`src/rtl/stc_pkg.sv`:
```
// Shared types, character codes and the keyword table of the source token classifier.
// No dependencies; every module of the block imports this package.
package stc_pkg;

  localparam int NUM_KW  = 22;
  localparam int Q_DEPTH = 4;
  localparam int Q_PTR_W = $clog2(Q_DEPTH);

  // Result kinds
  localparam logic [2:0] KIND_KEYWORD  = 3'd0;
  localparam logic [2:0] KIND_INTEGER  = 3'd1;
  localparam logic [2:0] KIND_REAL     = 3'd2;
  localparam logic [2:0] KIND_IDENT    = 3'd3;
  localparam logic [2:0] KIND_BAD_ID   = 3'd4;
  localparam logic [2:0] KIND_OPERATOR = 3'd5;

  localparam logic [7:0] CH_ZERO = 8'h30;
  localparam logic [7:0] CH_NINE = 8'h39;
  localparam logic [7:0] CH_DOT  = 8'h2E;
  localparam logic [7:0] LEN_MAX = 8'hFF;

  localparam logic [NUM_KW-1:0] ALL_CANDS = '1;

  localparam logic [3:0] KW_LEN [NUM_KW] = '{
    4'd2, 4'd4, 4'd5, 4'd2, 4'd5, 4'd8, 4'd3, 4'd6, 4'd5, 4'd6, 4'd4,
    4'd4, 4'd6, 4'd4, 4'd5, 4'd7, 4'd6, 4'd8, 4'd4, 4'd6, 4'd6, 4'd4
  };

  typedef struct packed {
    logic [7:0] ch;
    logic       end_of_line;
  } in_t;

  typedef struct packed {
    logic [2:0] kind;
    logic [7:0] token_start;
    logic [7:0] token_length;
    logic [4:0] keyword_number;
    logic       last_result;
  } res_t;

  // One queue entry: all results caused by one input beat
  typedef struct packed {
    res_t res_a;
    res_t res_b;
    logic two;
  } q_entry_t;

  typedef struct packed {
    logic     valid;
    q_entry_t entry;
  } q_head_t;

  // Keyword text, left-justified, zero padded to eight characters
  function automatic logic [63:0] kw_word(input logic [4:0] i);
    logic [63:0] w;
    unique case (i)
      5'd0:    w = {"if",       48'h0};
      5'd1:    w = {"else",     32'h0};
      5'd2:    w = {"while",    24'h0};
      5'd3:    w = {"do",       48'h0};
      5'd4:    w = {"break",    24'h0};
      5'd5:    w = "continue";
      5'd6:    w = {"int",      40'h0};
      5'd7:    w = {"double",   16'h0};
      5'd8:    w = {"float",    24'h0};
      5'd9:    w = {"return",   16'h0};
      5'd10:   w = {"char",     32'h0};
      5'd11:   w = {"case",     32'h0};
      5'd12:   w = {"sizeof",   16'h0};
      5'd13:   w = {"long",     32'h0};
      5'd14:   w = {"short",    24'h0};
      5'd15:   w = {"typedef",  8'h0};
      5'd16:   w = {"switch",   16'h0};
      5'd17:   w = "unsigned";
      5'd18:   w = {"void",     32'h0};
      5'd19:   w = {"static",   16'h0};
      5'd20:   w = {"struct",   16'h0};
      5'd21:   w = {"goto",     32'h0};
      default: w = 64'h0;
    endcase
    return w;
  endfunction

  function automatic logic [7:0] kw_char(input logic [4:0] i, input logic [2:0] k);
    logic [63:0] w;
    w = kw_word(i) << {k, 3'b000};
    return w[63:56];
  endfunction

  function automatic logic is_delim(input logic [7:0] c);
    return c == " " || c == "+" || c == "-" || c == "*" || c == "/" ||
           c == "," || c == ";" || c == ">" || c == "<" || c == "=" ||
           c == "(" || c == ")" || c == "[" || c == "]" || c == "{" ||
           c == "}";
  endfunction

  function automatic logic is_oper(input logic [7:0] c);
    return c == "+" || c == "-" || c == "*" || c == "/" || c == ">" ||
           c == "<" || c == "=";
  endfunction

endpackage

```
`src/rtl/stc_front.sv`:
```
// Front end: accepts characters, tracks the open token and classifies closed tokens.
// Depends on stc_pkg; pushes one entry per result-bearing beat into stc_queue.
module stc_front
  import stc_pkg::*;
#(
  parameter logic [7:0] POS_CAP = 8'd255
) (
  input  logic     clk,
  input  logic     rst_n,
  input  logic     in_valid,
  input  in_t      in_data,
  input  logic     q_full,
  output logic     in_stall,
  output logic     q_push,
  output q_entry_t q_entry
);

  logic [7:0]        line_pos_r, line_pos_nxt;
  logic [7:0]        pend_start_r, pend_start_nxt;
  logic [7:0]        pend_len_r, pend_len_nxt;
  logic              all_dig_r, all_dig_nxt;
  logic              dig_dot_r, dig_dot_nxt;
  logic              seen_dot_r, seen_dot_nxt;
  logic              first_dig_r, first_dig_nxt;
  logic [NUM_KW-1:0] cands_r, cands_nxt;

  // token state after this character, before any flush
  logic [7:0]        upd_start, upd_len;
  logic              upd_all_dig, upd_dig_dot, upd_seen_dot, upd_first_dig;
  logic [NUM_KW-1:0] upd_cands;

  logic accept, delim, oper, dig, dot, tok_valid;
  res_t tok_res, op_res;

  function automatic res_t classify(input logic [NUM_KW-1:0] cands, input logic [7:0] len,
                                    input logic all_d, input logic dd, input logic sd,
                                    input logic fd, input logic [7:0] start);
    res_t r;
    logic found;
    logic [4:0] kwn;
    found = 1'b0;
    kwn   = '0;
    // scan downward so the lowest matching index wins
    for (int i = NUM_KW - 1; i >= 0; i--) begin
      if (cands[i] && {4'b0, KW_LEN[i]} == len) begin
        found = 1'b1;
        kwn   = 5'(i);
      end
    end
    r.token_start    = start;
    r.token_length   = len;
    r.keyword_number = kwn;
    r.last_result    = 1'b0;
    if (found)          r.kind = KIND_KEYWORD;
    else if (all_d)     r.kind = KIND_INTEGER;
    else if (dd && sd)  r.kind = KIND_REAL;
    else if (!fd)       r.kind = KIND_IDENT;
    else                r.kind = KIND_BAD_ID;
    return r;
  endfunction

  assign in_stall = q_full;
  assign accept   = in_valid && !q_full;
  assign delim    = is_delim(in_data.ch);
  assign oper     = is_oper(in_data.ch);
  assign dig      = in_data.ch >= CH_ZERO && in_data.ch <= CH_NINE;
  assign dot      = in_data.ch == CH_DOT;

  always_comb begin
    upd_start     = (pend_len_r == '0) ? line_pos_r : pend_start_r;
    upd_first_dig = (pend_len_r == '0) ? dig : first_dig_r;
    upd_all_dig   = all_dig_r && dig;
    upd_dig_dot   = dig_dot_r && (dig || dot);
    upd_seen_dot  = seen_dot_r || dot;
    upd_len       = (pend_len_r < LEN_MAX) ? pend_len_r + 8'd1 : pend_len_r;
    for (int i = 0; i < NUM_KW; i++) begin
      upd_cands[i] = cands_r[i] && (pend_len_r < {4'b0, KW_LEN[i]}) &&
                     (kw_char(5'(i), pend_len_r[2:0]) == in_data.ch);
    end
  end

  // token result: closed by a delimiter, or flushed at end of line
  always_comb begin
    if (delim) begin
      tok_valid = pend_len_r != '0;
      tok_res   = classify(cands_r, pend_len_r, all_dig_r, dig_dot_r, seen_dot_r,
                           first_dig_r, pend_start_r);
    end else begin
      tok_valid = in_data.end_of_line;
      tok_res   = classify(upd_cands, upd_len, upd_all_dig, upd_dig_dot, upd_seen_dot,
                           upd_first_dig, upd_start);
    end
    op_res.kind           = KIND_OPERATOR;
    op_res.token_start    = line_pos_r;
    op_res.token_length   = 8'd1;
    op_res.keyword_number = '0;
    op_res.last_result    = 1'b1;
  end

  always_comb begin
    q_entry.two               = tok_valid && oper;
    q_entry.res_a             = tok_valid ? tok_res : op_res;
    q_entry.res_a.last_result = !(tok_valid && oper);
    q_entry.res_b             = op_res;
    q_push                    = accept && (tok_valid || oper);
  end

  always_comb begin
    line_pos_nxt   = line_pos_r;
    pend_start_nxt = pend_start_r;
    pend_len_nxt   = pend_len_r;
    all_dig_nxt    = all_dig_r;
    dig_dot_nxt    = dig_dot_r;
    seen_dot_nxt   = seen_dot_r;
    first_dig_nxt  = first_dig_r;
    cands_nxt      = cands_r;
    if (accept) begin
      if (!delim) begin
        pend_start_nxt = upd_start;
        pend_len_nxt   = upd_len;
        all_dig_nxt    = upd_all_dig;
        dig_dot_nxt    = upd_dig_dot;
        seen_dot_nxt   = upd_seen_dot;
        first_dig_nxt  = upd_first_dig;
        cands_nxt      = upd_cands;
      end
      // drop the token once it is closed
      if (in_data.end_of_line || (delim && pend_len_r != '0)) begin
        pend_start_nxt = '0;
        pend_len_nxt   = '0;
        all_dig_nxt    = 1'b1;
        dig_dot_nxt    = 1'b1;
        seen_dot_nxt   = 1'b0;
        first_dig_nxt  = 1'b0;
        cands_nxt      = ALL_CANDS;
      end
      if (in_data.end_of_line) line_pos_nxt = '0;
      else if (line_pos_r < POS_CAP) line_pos_nxt = line_pos_r + 8'd1;
    end
  end

  always_ff @(posedge clk) begin
    if (!rst_n) begin
      line_pos_r   <= '0;
      pend_start_r <= '0;
      pend_len_r   <= '0;
      all_dig_r    <= 1'b1;
      dig_dot_r    <= 1'b1;
      seen_dot_r   <= 1'b0;
      first_dig_r  <= 1'b0;
      cands_r      <= ALL_CANDS;
    end else begin
      line_pos_r   <= line_pos_nxt;
      pend_start_r <= pend_start_nxt;
      pend_len_r   <= pend_len_nxt;
      all_dig_r    <= all_dig_nxt;
      dig_dot_r    <= dig_dot_nxt;
      seen_dot_r   <= seen_dot_nxt;
      first_dig_r  <= first_dig_nxt;
      cands_r      <= cands_nxt;
    end
  end

endmodule

```
`src/rtl/stc_queue.sv`:
```
// Short result queue between the front end and the output sequencer.
// Depends on stc_pkg for the entry type and depth.
module stc_queue
  import stc_pkg::*;
(
  input  logic     clk,
  input  logic     rst_n,
  input  logic     push,
  input  q_entry_t push_entry,
  input  logic     pop,
  output logic     full,
  output q_head_t  head
);

  q_entry_t           mem_r [Q_DEPTH];
  logic [Q_PTR_W-1:0] wr_ptr_r, wr_ptr_nxt;
  logic [Q_PTR_W-1:0] rd_ptr_r, rd_ptr_nxt;
  logic [Q_PTR_W:0]   count_r, count_nxt;
  logic               do_pop;

  assign full       = count_r == (Q_PTR_W + 1)'(Q_DEPTH);
  assign do_pop     = pop && count_r != '0;
  assign head.valid = count_r != '0;
  assign head.entry = mem_r[rd_ptr_r];

  always_comb begin
    wr_ptr_nxt = push ? wr_ptr_r + 1'b1 : wr_ptr_r;
    rd_ptr_nxt = do_pop ? rd_ptr_r + 1'b1 : rd_ptr_r;
    count_nxt  = count_r + (Q_PTR_W + 1)'(push) - (Q_PTR_W + 1)'(do_pop);
  end

  always_ff @(posedge clk) begin
    if (push) mem_r[wr_ptr_r] <= push_entry;
  end

  always_ff @(posedge clk) begin
    if (!rst_n) begin
      wr_ptr_r <= '0;
      rd_ptr_r <= '0;
      count_r  <= '0;
    end else begin
      wr_ptr_r <= wr_ptr_nxt;
      rd_ptr_r <= rd_ptr_nxt;
      count_r  <= count_nxt;
    end
  end

endmodule

```
`src/rtl/stc_back.sv`:
```
// Output sequencer: sends one or two result beats per queue entry.
// Depends on stc_pkg; reads the head of stc_queue.
module stc_back
  import stc_pkg::*;
(
  input  logic    clk,
  input  logic    rst_n,
  input  q_head_t head,
  input  logic    out_stall,
  output logic    out_valid,
  output res_t    out_data,
  output logic    pop
);

  logic phase_r, phase_nxt;
  logic beat, final_beat;

  assign out_valid  = head.valid;
  assign out_data   = phase_r ? head.entry.res_b : head.entry.res_a;
  assign beat       = head.valid && !out_stall;
  assign final_beat = phase_r || !head.entry.two;
  assign pop        = beat && final_beat;

  always_comb begin
    phase_nxt = phase_r;
    if (beat) phase_nxt = !final_beat;
  end

  always_ff @(posedge clk) begin
    if (!rst_n) phase_r <= 1'b0;
    else        phase_r <= phase_nxt;
  end

endmodule

```
`src/rtl/source_token_classifier.sv`:
```
// Top level of the source token classifier: front end, result queue, output sequencer.
// Depends on stc_pkg, stc_front, stc_queue and stc_back.
//
//   channel | direction | payload | handshake
//   --------+-----------+---------+--------------------------------
//   in_     | input     | in_t    | in_valid / in_stall (driven here)
//   out_    | output    | res_t   | out_valid / out_stall (driven by sink)
//
// One character beat is taken per cycle while in_stall is low; the front end classifies it in the
// cycle it arrives and writes all its results as one entry of a four-entry queue.
// A result reaches out_ only after its entry is registered in the queue; a
// character that closes a token with an operator holds the output two beats.
// in_stall rises only while the queue is full, so output stalls reach the input
// after four pending entries.
// Reset (rst_n low, synchronous) clears line position, token state and the queue.
module source_token_classifier
  import stc_pkg::*;
#(
  parameter int MAX_LINE = 256
) (
  input  logic clk,
  input  logic rst_n,
  input  logic in_valid,
  input  in_t  in_data,
  output logic in_stall,
  output logic out_valid,
  input  logic out_stall,
  output res_t out_data
);

  // line position stops at the smaller of MAX_LINE-1 and 255
  localparam int          POS_CAP_I = (MAX_LINE - 1 < 255) ? MAX_LINE - 1 : 255;
  localparam logic [7:0]  POS_CAP   = 8'(POS_CAP_I);

  logic     q_push, q_full, q_pop;
  q_entry_t q_entry;
  q_head_t  q_head;

  // front end: classify and enqueue
  stc_front #(
    .POS_CAP (POS_CAP)
  ) u_front (
    .clk      (clk),
    .rst_n    (rst_n),
    .in_valid (in_valid),
    .in_data  (in_data),
    .q_full   (q_full),
    .in_stall (in_stall),
    .q_push   (q_push),
    .q_entry  (q_entry)
  );

  // decouple the two sides
  stc_queue u_queue (
    .clk        (clk),
    .rst_n      (rst_n),
    .push       (q_push),
    .push_entry (q_entry),
    .pop        (q_pop),
    .full       (q_full),
    .head       (q_head)
  );

  // back end: advance through one or two beats per entry
  stc_back u_back (
    .clk       (clk),
    .rst_n     (rst_n),
    .head      (q_head),
    .out_stall (out_stall),
    .out_valid (out_valid),
    .out_data  (out_data),
    .pop       (q_pop)
  );

  // never push into a full queue
  a_no_push_full: assert property (@(posedge clk) disable iff (!rst_n)
    !(q_push && q_full)) else $error("push while queue full");

  // an entry leaves only with the final beat of its results
  a_pop_last: assert property (@(posedge clk) disable iff (!rst_n)
    q_pop |-> (out_valid && !out_stall && out_data.last_result))
    else $error("pop without final beat");

  // a non-final beat is followed by the final operator beat of the same entry
  a_second_follows: assert property (@(posedge clk) disable iff (!rst_n)
    (out_valid && !out_stall && !out_data.last_result) |=>
      (out_valid && out_data.last_result && out_data.kind == KIND_OPERATOR))
    else $error("second result missing");

  // keyword number is zero for every other kind
  a_kwn_zero: assert property (@(posedge clk) disable iff (!rst_n)
    (out_valid && out_data.kind != KIND_KEYWORD) |-> out_data.keyword_number == '0)
    else $error("keyword number on non-keyword");

endmodule
```
`config.mk`:
```
export PLATFORM = sky130hd
export DESIGN_NAME = source_token_classifier
export DESIGN_NICKNAME = d
export VERILOG_FILES = /design/src/rtl/stc_pkg.sv /design/src/rtl/stc_front.sv /design/src/rtl/stc_queue.sv /design/src/rtl/stc_back.sv /design/src/rtl/source_token_classifier.sv
export SDC_FILE = /design/constraint.sdc
export NUM_CORES = 1
export LEC_CHECK = 0
export BUFFER_PORTS_ARGS = -buffer_cell sky130_fd_sc_hd__buf_2
export CORE_MARGIN = 2
export CORE_UTILIZATION = 48
export DETAILED_ROUTE_END_ITERATION = 7
export HOLD_SLACK_MARGIN = 0.15
export PLACE_DENSITY = 0.74
export SLEW_MARGIN = 20
export SYNTH_ARGS = -nofsm -noshare
export SYNTH_HDL_FRONTEND = slang
export SYNTH_SLANG_ARGS = --single-unit
```
`constraint.sdc`:
```
create_clock -name clk -period 4.1 [get_ports clk]
set_input_delay 0.205 -clock clk [delete_from_list [all_inputs] [get_ports clk]]
set_output_delay 0.205 -clock clk [all_outputs]
set_load 0.005 [all_outputs]
```
# --- Word level (Yosys, flattened, before mapping) ---
# Memories as Yosys holds them, arrays and structs flattened. A register that Yosys moved wholly into a read port is not among the register bits.
# Index checks and enable logic that the tools add are counted.
totals:
  ff_bits: 58
  mem_bits_rw: 136
  input_bits: 13
  out_inout_bits: 27
  elab_cells: 369
  memories: 1
mem_list:
  columns: ["memory", "words", "width", "read_ports", "rd_ports_with_merged_regs", "write_ports", "line_no", "text"]
  rows:
  - ["u_queue.mem_r", 4, 34, 1, 1, 1, "stc_queue.sv:15", "q_entry_t mem_r [Q_DEPTH];"]
op_classes:
  n_addsub: 6
  order_cmp: 11
  eq_ne: 55
  n_shift: 22
  mux: 125
  reduce_logical: 137
ops:
  columns: ["cell", "count"]
  rows:
  - ["left shift 63 x 6 -> 64 bit, first input constant", 22]
  - ["two-way mux 5 bit", 44]
  - ["equality test 8 bit", 22]
  - ["equality test 8 x 6 -> 1 bit, second input constant", 13]
  - ["logical AND 1 bit", 100]
  - ["two-way mux 25 bit", 3]
  - ["equality test 3 x 8 -> 1 bit, first input constant", 8]
  - ["two-way mux 8 bit", 8]
  - ["two-way mux 1 bit", 58]
  - ["two-way mux 22 bit", 2]
  - ["equality test 2 x 8 -> 1 bit, first input constant", 4]
  - ["equality test 8 x 7 -> 1 bit, second input constant", 4]
  - ["less-than comparator 8 x 3 -> 1 bit, second input constant", 4]
  - ["logical OR 1 bit", 26]
  - ["two-way mux 3 bit", 8]
  - ["adder 8 x 1 -> 8 bit, second input constant", 2]
  - ["equality test 4 x 8 -> 1 bit, first input constant", 2]
  - ["less-than comparator 8 x 2 -> 1 bit, second input constant", 2]
  - ["less-than comparator 8 bit, second input constant", 2]
  - [">= comparator 8 x 6 -> 1 bit, second input constant", 1]
  - ["<= comparator 8 x 6 -> 1 bit, second input constant", 1]
  - ["logical NOT 8 bit", 1]
  - ["less-than comparator 8 x 4 -> 1 bit, second input constant", 1]
  - ["nonzero test 8 bit", 1]
  - ["10 further kinds", 17]

# --- Logic depth before layout (Yosys ltp) ---
logic_depth:
  ltp_word: 30
  depth_mapped: 15
  depth_no_buf: 12

# --- By module ---
# Synthesis repeated with hierarchy kept, for this count alone.
unflattened:
  hier_cells: 1264
  area_unflattened_um2: 14750.4
modules_own_cells:
  columns: ["mod", "instances", "cells_per_inst", "area_per_inst_um2", "seq_area_each_um2"]
  rows:
  - ["stc_queue", 1, 312, 7893.8, 6306.0]
  - ["stc_front", 1, 917, 6386.1, 1001.0]
  - ["stc_back", 1, 35, 470.5, 20.0]

# --- Least setup slack after synthesis ---
# No wires, ideal clock.
synth_path:
  path_kind: "register -> register"
  from: "register u_front.pend_len_r[0]"
  to: "memory u_queue.mem_r[0][33] (netlist name), data pin"
  setup_time_ps: 269
  arrival_time_ps: 3063
  required_time_ps: 3831
  setup_slack_ps: 767
  path_stages_with_launch: 14
  n_path_buf: 3
  period_less_slack_ps: 3333
  path_cell_list: "dfxtp_1 > buf_2 > inv_1 > ha_1 > clkbuf_1 > buf_2 > nor2_1 > a211oi_1 > o221ai_1 > or4_1 > o2111ai_1 > nor4_1 > and3_1 > a211o_1"
synth_rtl:
  columns: ["item", "line_no", "text"]
  rows:
  - ["from (decl)", "stc_front.sv:20", "logic [7:0] pend_len_r, pend_len_nxt;"]
  - ["from (signal assigned)", "stc_front.sv:155", "pend_len_r <= pend_len_nxt;"]
  - ["to (decl)", "stc_queue.sv:15", null]

==> flow_summary.ini <==
[clocking]
numClockSinks = 196
htreeDepth = 4
root_buffer = clkbuf_16
cts_tree = built
clk_latency_ns = 0.45
clk_path_buf_depth = 2
cts_buffers = 17
path_clk_slew_ns = 0.10

[sta]
slew_headroom_pct = 31.1
tightestPinTransition_ns = 1.03
finalWorstSetupSlack_ns = 0.444
fin_setup_tns_ns = 0
finalHoldViolCount = 0
finClkSkew_ns = 0.0204
post-route-min-period_ns = 3.66
finalMaxSlewViolations = 0
rsz0062_at_grt = no
min_period_over_period_pct = 89.2
finalSetupViolCount = 0
max_freq_ghz = 0.274

[logic_synthesis]
synth.avg_cell_area_sq_um = 10.2
yosysTopAreaCellShare_pct = 34.4
syn_nets = 1189
synth_cell_types = 89
yosys_warnings = 0
ys_seq_elements = 196
synth_area_leaders = edfxtp_1 34%, dfxtp_1 10%, mux4_2 6.5%
syn_area_sq_um = 11900
yosys.area.top_type = edfxtp_1
synthArstFlopShare_pct = 0
ys_seq_area_share_pct = 44.5
synth_edf_count = 136
syn_inst = 1159
synth_ff_type = edfxtp_1

[route]
drt_pre_antenna_iters = 6
drc = 0
drt_iter0_drc = 1144
wl_um = 36100
wl_per_cell_um = 23.9
vias = 9869
ant_nets = 0
avgViaCountPerCell = 6.52

[cells_and_area]
layout_commonest_cell = edfxtp_1
seqCellArea_sq_um = 5290
instances_no_fill = 1513
nNetsFinal = 1206
drive_gt1_share_pct = 17.2
multi_input_area_sq_um = 6070
antenna_cells = 0
n_fill_cell = 2104
syn_to_final_growth_pct = 10.5
final_cell_mix = 136 x edfxtp_1, 100 x nand2_1, 67 x o21ai_0, 58 x dfxtp_1, 52 x nor2_1

[setup_path]
cp-start-kind = flip-flop
path_class = reg2reg
slowest_stage = a221oi_1
critPathMaxFanout = 10
path_common_cell = buf_4
r2r_setup_slack_ns = 0.44
end_kind = flip-flop
cp_cell_sequence = inv_1, ha_1, buf_4, xnor2_1, a221oi_1, nor2_1, buf_4, o311a_1, nor3_1, a31oi_1, o22ai_1
worstPathArrival_ns = 3.86
cpPeakStageDelay_ns = 0.48
worstPathRequired_ns = 4.30

[placed_design]
dpl.hpwl_um = 25400
dp_cells = 1480
io_buffers = 39
place_ws_ns = 0.495
gp_congestion = 1.05

[die]
coreArea_sq_um = 24300
io_pins = 40
die_h_um = 161
die_x_um = 161
placementRows = 57
die_area_sq_um = 26000
initial_core_util_pct = 48.8

[grt]
grt_usage_pct = 28.1
grt_start_max_net_pins = 55
first_global_vias = 9482
antenna_found_initial = 0
grt.overflow.total = 0
grt_pass1_wl_um = 55900

[hold_path]
hold_class = in2reg

[pwr]
ir_worst_vdd_mv = 0.284
p_leak_uw = 0.00451
powerDensity_nw_per_um2 = 419

[status]
status = finished, final reports clean

[job]
cap_viol_max_count = 0
layer usage:
metal,GRT usage [%],share of wire [%],vias up
li1,-,-,4441
met1,38.2,41,4756
met2,44.5,46,576
met3,5.01,9.0,96
met4,12.2,4.4,0
met5,0,0,-
cell families (layout without fill, tap and decap cells):
| family | count (synthesis) | count (layout) | share of synthesized area, % |
|---|---|---|---|
| XOR/XNOR | 57 | 57 | 4.21 |
| AND/OR/NAND/NOR | 434 | 434 | 20.1 |
| flip-flops | 196 | 196 | 44.5 |
| AO/OA/AOI/OAI | 273 | 273 | 15.6 |
| multiplexers | 64 | 64 | 9.16 |
| buffers and inverters | 117 | 147 | 4.47 |
| adder cells (fa/ha/maj) | 18 | 18 | 1.94 |
flip-flops by register name, summed over array words and instances (netlist names), named ones only:
signal	flops
u_back.phase_r	1
u_front.all_dig_r	1
u_front.cands_r	22
u_front.dig_dot_r	1
u_front.first_dig_r	1
u_front.line_pos_r	8
u_front.pend_len_r	8
u_front.pend_start_r	8
u_front.seen_dot_r	1
u_queue.count_r	3
u_queue.mem_r	136
u_queue.rd_ptr_r	2
u_queue.wr_ptr_r	2
cell type report:
| cell class | count | area share [%] |
|---|---|---|
| multi-input combinational | 846 | 46.3 |
| clock inverter | 15 | 1.81 |
| inverter | 27 | 0.773 |
| clock buffer | 17 | 3.25 |
| tap | 324 | 3.09 |
| sequential | 196 | 40.3 |
| timing repair buffer | 88 | 4.41 |
critical path: cells and delay by family (launching register included):
kind / cells / cell delay, ns
XOR/XNOR: 1 / 0.10
AND/OR/NAND/NOR: 2 / 0.63
adder cells (fa/ha/maj): 1 / 0.41
AO/OA/AOI/OAI: 4 / 1.27
buffers and inverters: 3 / 0.65
flip-flops: 1 / 0.34
worst paths after layout:
check | cells after the start | from | endpoint
worst max-delay path | 11 | u_front.pend_len_r[0] | u_queue.mem_r[2][31]
worst min-delay path | 4 | in_valid | u_front.line_pos_r[6]
worst max register to register | 11 | u_front.pend_len_r[0] | u_queue.mem_r[2][31]
worst min register to register | 2 | u_front.seen_dot_r | u_front.seen_dot_r
cells in the mapped netlist, types with 29 or more instances:
| master | instances |
|---|---|
| a21oi_1 | 43 |
| and2_1 | 42 |
| buf_2 | 37 |
| clkbuf_1 | 38 |
| dfxtp_1 | 60 |
| edfxtp_1 | 136 |
| mux4_2 | 34 |
| nand2_1 | 100 |
| nand3_1 | 38 |
| nor2_1 | 52 |
| nor2b_1 | 29 |
| nor3_1 | 30 |
| o21ai_0 | 67 |
| xnor2_1 | 42 |
through the flow:
step | instance area, sq um | util (%) | hold slack, ns | power, uW
5_1_grt | 13100 | 53.9 | 0.321 | 5700
4_1_cts | 13100 | 53.9 | 0.277 | 5500
3_5_place_dp | 12400 | 51.1 | 0.529 | 3690
6_report | 13100 | 53.9 | 0.290 | 5490
3_3_place_gp | 12400 | 51.1 | 0.517 | 3660
2_1_floorplan | 11900 | - | 0.393 | 3250
power by group:
group          total [uW]  internal (uW)  switching [uW]
Combinational        1350            583             767
Clock                1830            879             953
Sequential           2310           2220            86.3
what timing repair did:
action | 4_1_cts | 5_1_grt
endpoints found under the setup margin | 0 | 4
hold endpoints to repair | 1 | 0
hold buffers | 1 | 0
buffers inserted | 0 | 0
gates resized for setup | 0 | 1
Power figures use the tool's default switching activity.
